<file path="src/sv/block_xor_fold_unit_defines.svh">
// assertion macros for the block xor fold unit
// used by the top level only; expects clk and rst in scope
`ifndef BLOCK_XOR_FOLD_UNIT_DEFINES_SVH
`define BLOCK_XOR_FOLD_UNIT_DEFINES_SVH

// clocked check, off while reset is high
`define BXF_ASSERT(label, prop, msg) \
  label: assert property (@(posedge clk) disable iff (rst) (prop)) else $error(msg);

// clocked check that also holds during reset
`define BXF_ASSERT_ALWAYS(label, prop, msg) \
  label: assert property (@(posedge clk) (prop)) else $error(msg);

`endif

</file>
<file path="src/sv/bxf_pkg.sv">
// shared constants and helpers for the block xor fold unit
// no dependencies
package bxf_pkg;

  localparam int BYTE_W     = 8;
  localparam int RESULT_W   = 64;
  localparam int LOG2_W     = 3;
  localparam int POS_W      = 3;
  localparam int BBYTES_W   = 4;
  localparam int SHIFT_W    = 6;

  localparam logic [LOG2_W-1:0] LOG2_NIBBLE = 3'd2;
  localparam logic [LOG2_W-1:0] LOG2_BYTE   = 3'd3;
  localparam logic [LOG2_W-1:0] LOG2_RESET  = 3'd3;

  // clamp the written block width code to the supported range
  function automatic logic [LOG2_W-1:0] eff_log2(input logic [LOG2_W-1:0] raw,
                                                 input logic [LOG2_W-1:0] max_log2);
    logic [LOG2_W-1:0] n;
    n = raw;
    if (n < LOG2_NIBBLE) begin
      n = LOG2_NIBBLE;
    end
    if (n > max_log2) begin
      n = max_log2;
    end
    return n;
  endfunction

endpackage

</file>
<file path="src/sv/block_xor_fold_unit.sv">
// block xor fold unit: top level with stream, config and output buffering
// depends on bxf_pkg and block_xor_fold_unit_defines.svh
//
// Usage:
//   s_* carries the byte stream (tdata = data_byte, tlast = last_byte).
//   Bytes are packed big-endian into blocks of 2^N bits and xor-folded.
//   m_* carries one 64-bit fold per stream, produced on the last byte.
//   cfg_* writes block_log2 (N, 2..6); each write also clears the stream
//   state, so writes belong between streams; cfg_ready is low while a byte is offered.
// Timing:
//   One byte is accepted per cycle while s_tready is high; the fold of a stream
//   goes to the result register (m_tvalid), or to the skid entry while a result is held. The byte pack,
//   xor and final pad shift all sit in one register-to-register pass.
// Stall:
//   A two-entry output buffer (result register plus skid) lets bytes keep
//   flowing while a result waits; s_tready drops only when both entries
//   hold results the receiver has not taken.
// Reset:
//   rst (synchronous, active high) sets N to 3, clears the fold state and
//   empties the output buffer.
module block_xor_fold_unit #(
  parameter int MAX_BLOCK_BITS = 64
) (
  input  logic        clk,
  input  logic        rst,
  // config write channel
  input  logic        cfg_valid,
  output logic        cfg_ready,
  input  logic [2:0]  cfg_data,    // [2:0] block_log2
  // byte stream in
  input  logic        s_tvalid,
  output logic        s_tready,
  input  logic [7:0]  s_tdata,     // [7:0] data_byte
  input  logic        s_tlast,     // last_byte
  // fold result out
  output logic        m_tvalid,
  input  logic        m_tready,
  output logic [63:0] m_tdata      // [63:0] fold_result
);

  localparam logic [bxf_pkg::LOG2_W-1:0] MaxLog2 =
    (MAX_BLOCK_BITS >= 64) ? 3'd6 :
    (MAX_BLOCK_BITS >= 32) ? 3'd5 :
    (MAX_BLOCK_BITS >= 16) ? 3'd4 : 3'd3;

  // configuration and fold state
  logic [bxf_pkg::LOG2_W-1:0]   block_log2;
  logic [bxf_pkg::RESULT_W-1:0] acc, acc_next;
  logic [MAX_BLOCK_BITS-1:0]    partial, partial_next;
  logic [bxf_pkg::POS_W-1:0]    pos, pos_next;

  // output buffer
  logic                         out_valid;
  logic [bxf_pkg::RESULT_W-1:0] out_data;
  logic                         skid_full;
  logic [bxf_pkg::RESULT_W-1:0] skid_data;

  logic                         cfg_write;
  logic                         item_fire;
  logic                         produce;
  logic                         out_free;
  logic [bxf_pkg::LOG2_W-1:0]   n_eff;
  logic [bxf_pkg::BBYTES_W-1:0] bytes_per_blk;
  logic [bxf_pkg::BBYTES_W-1:0] pos_inc;
  logic                         complete;
  logic [MAX_BLOCK_BITS-1:0]    shifted;
  logic [bxf_pkg::RESULT_W-1:0] shifted64;
  logic [bxf_pkg::POS_W-1:0]    pad_bytes;
  logic [bxf_pkg::SHIFT_W-1:0]  pad_shift;
  logic [bxf_pkg::RESULT_W-1:0] acc_step;
  logic [bxf_pkg::RESULT_W-1:0] fold;

  assign cfg_ready = !s_tvalid;
  assign cfg_write = cfg_valid && cfg_ready;
  assign s_tready  = !skid_full;
  assign item_fire = s_tvalid && s_tready && !cfg_write;
  assign produce   = item_fire && s_tlast;
  assign out_free  = !out_valid || m_tready;
  assign m_tvalid  = out_valid;
  assign m_tdata   = out_data;

  // block geometry from the width code
  always_comb begin
    n_eff         = bxf_pkg::eff_log2(block_log2, MaxLog2);
    bytes_per_blk = bxf_pkg::BBYTES_W'(1) << (n_eff - bxf_pkg::LOG2_BYTE);
    pos_inc       = {1'b0, pos} + bxf_pkg::BBYTES_W'(1);
    complete      = (pos_inc == bytes_per_blk);
    shifted       = MAX_BLOCK_BITS'({partial, s_tdata});
    shifted64     = bxf_pkg::RESULT_W'(shifted);
    pad_bytes     = bxf_pkg::POS_W'(bytes_per_blk - pos_inc);
    pad_shift     = {pad_bytes, 3'b000};
  end

  // per-byte pack and fold
  always_comb begin
    acc_step     = acc;
    partial_next = partial;
    pos_next     = pos;
    if (n_eff == bxf_pkg::LOG2_NIBBLE) begin
      acc_step = acc ^ bxf_pkg::RESULT_W'(s_tdata[7:4] ^ s_tdata[3:0]);
    end else if (complete) begin
      acc_step     = acc ^ shifted64;
      partial_next = '0;
      pos_next     = '0;
    end else begin
      partial_next = shifted;
      pos_next     = pos_inc[bxf_pkg::POS_W-1:0];
    end
    // final partial block is padded at its low end
    fold = acc_step;
    if (n_eff != bxf_pkg::LOG2_NIBBLE && !complete) begin
      fold = acc_step ^ (shifted64 << pad_shift);
    end
    acc_next = acc_step;
    if (s_tlast) begin
      acc_next     = '0;
      partial_next = '0;
      pos_next     = '0;
    end
  end

  // config register and fold state
  always_ff @(posedge clk) begin
    if (rst) begin
      block_log2 <= bxf_pkg::LOG2_RESET;
      acc        <= '0;
      partial    <= '0;
      pos        <= '0;
    end else if (cfg_write) begin
      block_log2 <= cfg_data;
      acc        <= '0;
      partial    <= '0;
      pos        <= '0;
    end else if (item_fire) begin
      acc        <= acc_next;
      partial    <= partial_next;
      pos        <= pos_next;
    end
  end

  // output register with skid entry
  always_ff @(posedge clk) begin
    if (rst) begin
      out_valid <= 1'b0;
      skid_full <= 1'b0;
    end else if (out_free) begin
      if (skid_full) begin
        out_valid <= 1'b1;
        skid_full <= produce;
      end else begin
        out_valid <= produce;
      end
    end else if (produce) begin
      skid_full <= 1'b1;
    end
  end

  // result payload
  always_ff @(posedge clk) begin
    if (out_free) begin
      if (skid_full) begin
        out_data <= skid_data;
        if (produce) begin
          skid_data <= fold;
        end
      end else if (produce) begin
        out_data <= fold;
      end
    end else if (produce) begin
      skid_data <= fold;
    end
  end

`include "block_xor_fold_unit_defines.svh"

  // a skid entry only exists behind a held result
  `BXF_ASSERT_ALWAYS(a_skid_behind_out, rst || !skid_full || out_valid, "skid full without result")
  // open block never reaches a whole block
  `BXF_ASSERT(a_pos_range, (n_eff == bxf_pkg::LOG2_NIBBLE) || ({1'b0, pos} < bytes_per_blk),
              "byte position past block end")
  // a config write starts a new stream
  `BXF_ASSERT(a_cfg_clears, cfg_write |=> (acc == '0) && (partial == '0) && (pos == '0),
              "config write did not clear fold state")

endmodule
</file>
<file path="config.mk">
export PLATFORM = sky130hd
export DESIGN_NAME = block_xor_fold_unit
export DESIGN_NICKNAME = d
export VERILOG_FILES = /design/src/sv/bxf_pkg.sv /design/src/sv/block_xor_fold_unit.sv
export VERILOG_INCLUDE_DIRS = /design/src /design/src/sv
export SDC_FILE = /design/constraint.sdc
export NUM_CORES = 1
export LEC_CHECK = 0
export BUFFER_PORTS_ARGS = -buffer_cell sky130_fd_sc_hd__buf_2
export CORE_ASPECT_RATIO = 0.5
export CORE_MARGIN = 4
export CORE_UTILIZATION = 35
export CTS_CLUSTER_SIZE = 28
export DETAILED_ROUTE_END_ITERATION = 6
export GPL_TIMING_DRIVEN = 0
export PLACE_DENSITY = 0.57
export SKIP_CTS_REPAIR_TIMING = 1
export SLEW_MARGIN = 10
export SYNTH_ARGS = -nofsm -noshare
export SYNTH_HDL_FRONTEND = slang
export SYNTH_SLANG_ARGS = --single-unit
</file>
<file path="constraint.sdc">
create_clock -name clk -period 8 [get_ports clk]
set_clock_uncertainty 0.1 [all_clocks]
set_input_delay 1.6 -clock clk [delete_from_list [all_inputs] [get_ports clk]]
set_output_delay 1.6 -clock clk [all_outputs]
set_load 0.05 [all_outputs]
</file>
==> results.py <==
metrics = {
    "outcome": {
        "status": "finished, final reports clean",
    },
    "grt": {
        "grt_usage": 0.213,
        "overflow": 0,
        "grt_start_max_net_pins": 34,
        "antenna_found_initial": 0,
        "grt_pass1_vias": 10700,
        "grt_pass1_wl_mm": 69.6,
    },
    "synthesis": {
        "ys_warn_count": 0,
        "synth_seq_area_share": 0.463,
        "netlist.area_leader.share": 0.278,
        "synth_edf_count": 128,
        "syn_inst": 1358,
        "yosysTopAreaCell": "edfxtp_1",
        "async_flop_share": 0,
        "ys_seq_elements": 256,
        "synth_fp_nets": 1379,
        "ys_types": 53,
        "avgSynthCellArea_um2": 10.2,
        "synth_area_leaders": "edfxtp_1 28%, dfxtp_1 19%, mux2_2 7.5%",
        "synth.top_cells.by_count": "128 x dfxtp_1, 128 x edfxtp_1, 116 x a21oi_1",
        "synth.cell_area_um2": 13800,
        "ys.flop_type": "edfxtp_1",
    },
    "worst_setup_path": {
        "reg2reg_depth": 11,
        "crit_start": "block_log2[2]",
        "worstSetupPathType": "flip-flop to flip-flop",
        "endpoint_kind": "flip-flop",
        "r2r_end": "m_tdata[46]",
        "crit_arrival_ps": 4980,
        "cp_max_fo": 10,
        "crit_required_ps": 8210,
        "ff2ff_setup_slack_ps": 3230,
        "startpoint_type": "flip-flop",
        "reg2reg_from": "block_log2[2]",
    },
    "routing": {
        "via_per_inst": 5.71,
        "vias": 11500,
        "drc": 0,
        "drtAntennaViolNets": 0,
        "drtPass1Iterations": 6,
        "wl_per_cell_um": 23.2,
        "routed_wl_mm": 46.8,
        "drtIter0Drc": 1486,
    },
    "floorplan": {
        "dieHeight_um": 149,
        "rows": 51,
        "start_util": 0.355,
        "io_pins": 84,
        "core_um2": 38900,
        "fp.dieArea_um2": 43000,
        "die_x_um": 289,
    },
    "power": {
        "p_leak_nw": 5.25,
        "ir_worst_vdd_mv": 0.142,
        "total_power_mw": 3.30,
        "power_density_nw_per_um2": 209,
    },
    "clocking": {
        "htreeDepth": 1,
        "numCtsBuffers": 26,
        "clk_pin_slew_ps": 60,
        "cts-root-buf": "clkbuf_16",
        "tritoncts": "built",
        "clockBufferDepth": 3,
        "clk_latency_ps": 560,
        "cts.sinks": 256,
    },
    "worst_hold_path": {
        "hold_path_end": "acc[34]",
        "hp-start": "acc[34]",
        "hold_depth": 2,
        "hp-class": "flip-flop to flip-flop",
    },
    "timing": {
        "rsz0062_at_grt": "no",
        "max_freq_mhz": 210,
        "slew_violations": 0,
        "relSlewSlack": 0.136,
        "worst_slew_pin_slew_ps": 1290,
        "period_needed_ps": 4770,
        "hold_viol_final": 0,
        "fin_ws_ps": 3230,
        "setup_viol": 0,
        "finalCritPeriodShare": 0.596,
    },
    "cells_and_area": {
        "syn_to_final_growth_pct": 13.9,
        "final_nets": 1487,
        "instances_no_fill": 2016,
        "fin_area_um2": 15800,
        "multiInputGateArea_um2": 6860,
        "drive_above_1_share": 0.182,
        "post-route-util": 0.405,
        "fill_cells": 3857,
        "seq_area_um2": 6410,
    },
    "placed_design": {
        "dpl.cell_count": 1968,
        "place.gp.congestion": 1.03,
        "place_ws_ps": 3430,
        "dp_hpwl_mm": 34.4,
        "port-buffer-count": 77,
        "placed_area_um2": 15000,
    },
    "run": {
        "cap_violations": 0,
    },
}
## placed cells by master (no fill, tap or decap), types with 4 or more instances in the layout
cell | Yosys | layout
a211oi_1 | 38 | 38
a211oi_2 | 22 | 22
a21oi_1 | 116 | 116
a22oi_1 | 65 | 65
a2bb2oi_1 | 8 | 8
a31oi_1 | 8 | 8
and3_1 | 7 | 6
buf_1 | 10 | 10
buf_2 | 20 | 97
clkbuf_1 | 100 | 107
clkbuf_16 | 0 | 27
clkinv_1 | 0 | 4
clkinv_2 | 0 | 7
dfxtp_1 | 128 | 128
edfxtp_1 | 128 | 128
inv_1 | 12 | 12
mux2_2 | 92 | 92
mux2i_1 | 30 | 30
nand2_1 | 60 | 60
nand2b_1 | 5 | 5
nand3_1 | 18 | 18
nand3b_1 | 7 | 7
nand4_1 | 6 | 6
nor2_1 | 112 | 111
nor2b_1 | 5 | 5
nor3_1 | 7 | 7
nor4_2 | 7 | 6
o2111ai_1 | 50 | 50
o211ai_1 | 15 | 15
o21ai_0 | 70 | 70
or3_1 | 50 | 50
xnor2_1 | 62 | 62
xor2_1 | 60 | 60
## metal layers
metal  GRT usage  vias up  part of all wire
li1            -     5304                 -
met1       0.325     5591              0.47
met2       0.302      545              0.41
met3      0.0518       72             0.097
met4      0.0469        0             0.022
met5           0        -                 0
## flip-flops by register name, indices dropped and copies added (netlist names)
| signal | flops |
|---|---|
| skid_full | 1 |
| block_log2 | 3 |
| m_tdata | 64 |
| m_tvalid | 1 |
| skid_data | 64 |
| partial | 56 |
| pos | 3 |
| acc | 64 |
## final cells by class
| cell class | instances | share of cell area |
|---|---|---|
| multi-input cells | 956 | 0.435 |
| inverters | 12 | 0.00286 |
| well taps | 530 | 0.0421 |
| flip-flops and latches | 256 | 0.407 |
| plain buffers | 134 | 0.0347 |
| clock inverters | 13 | 0.00556 |
| clock buffers | 34 | 0.0445 |
| diodes | 1 | 0.000159 |
| repair buffers | 80 | 0.0283 |
## critical path: stages, from the launching register on
cell and delay [ps]:
dfxtp_1 300, buf_2 220, or3b_2 510, fa_1 520
buf_2 260, buf_1 620, buf_2 430, mux2i_1 370
a211oi_1 140, o21ai_0 540, xor2_1 190, mux2_2 300
## logic make-up (layout without fill, tap and decap cells)
logic type / after synthesis / after routing / share of synthesized area
AOI/OAI and AO/OA: 411 / 411 / 0.205
xor gates and xnor gates: 127 / 127 / 0.0856
adders and majority gates: 4 / 4 / 0.00416
buffers and inverters: 146 / 273 / 0.0428
DFF: 256 / 256 / 0.463
muxes: 122 / 122 / 0.0966
other: 0 / 1 / 0
and+or+nand+nor: 292 / 292 / 0.103
## worst max path at each step
stage | endpoint | slack [ps]
3_3_place_gp | m_tdata[14] | -230
3_5_place_dp | m_tdata[46] | 3430
6_report | m_tdata[46] | 3230
4_1_cts | m_tdata[46] | 3420
2_1_floorplan | m_tdata[0] | 2290
5_1_grt | m_tdata[46] | 3160
## per-stage QoR
stage / setup TNS, ps / hold WS, ps
floorplan: 0 / 358
global placement: -14160 / 370
detailed placement: 0 / 380
CTS: 0 / 389
global route: 0 / 407
finish: 0 / 385
## power by group
part	internal, mW	switching [mW]
combinational	0.188	0.504
clock	0.648	0.530
sequential	1.42	0.0103
(Power assumes the default switching activity.)
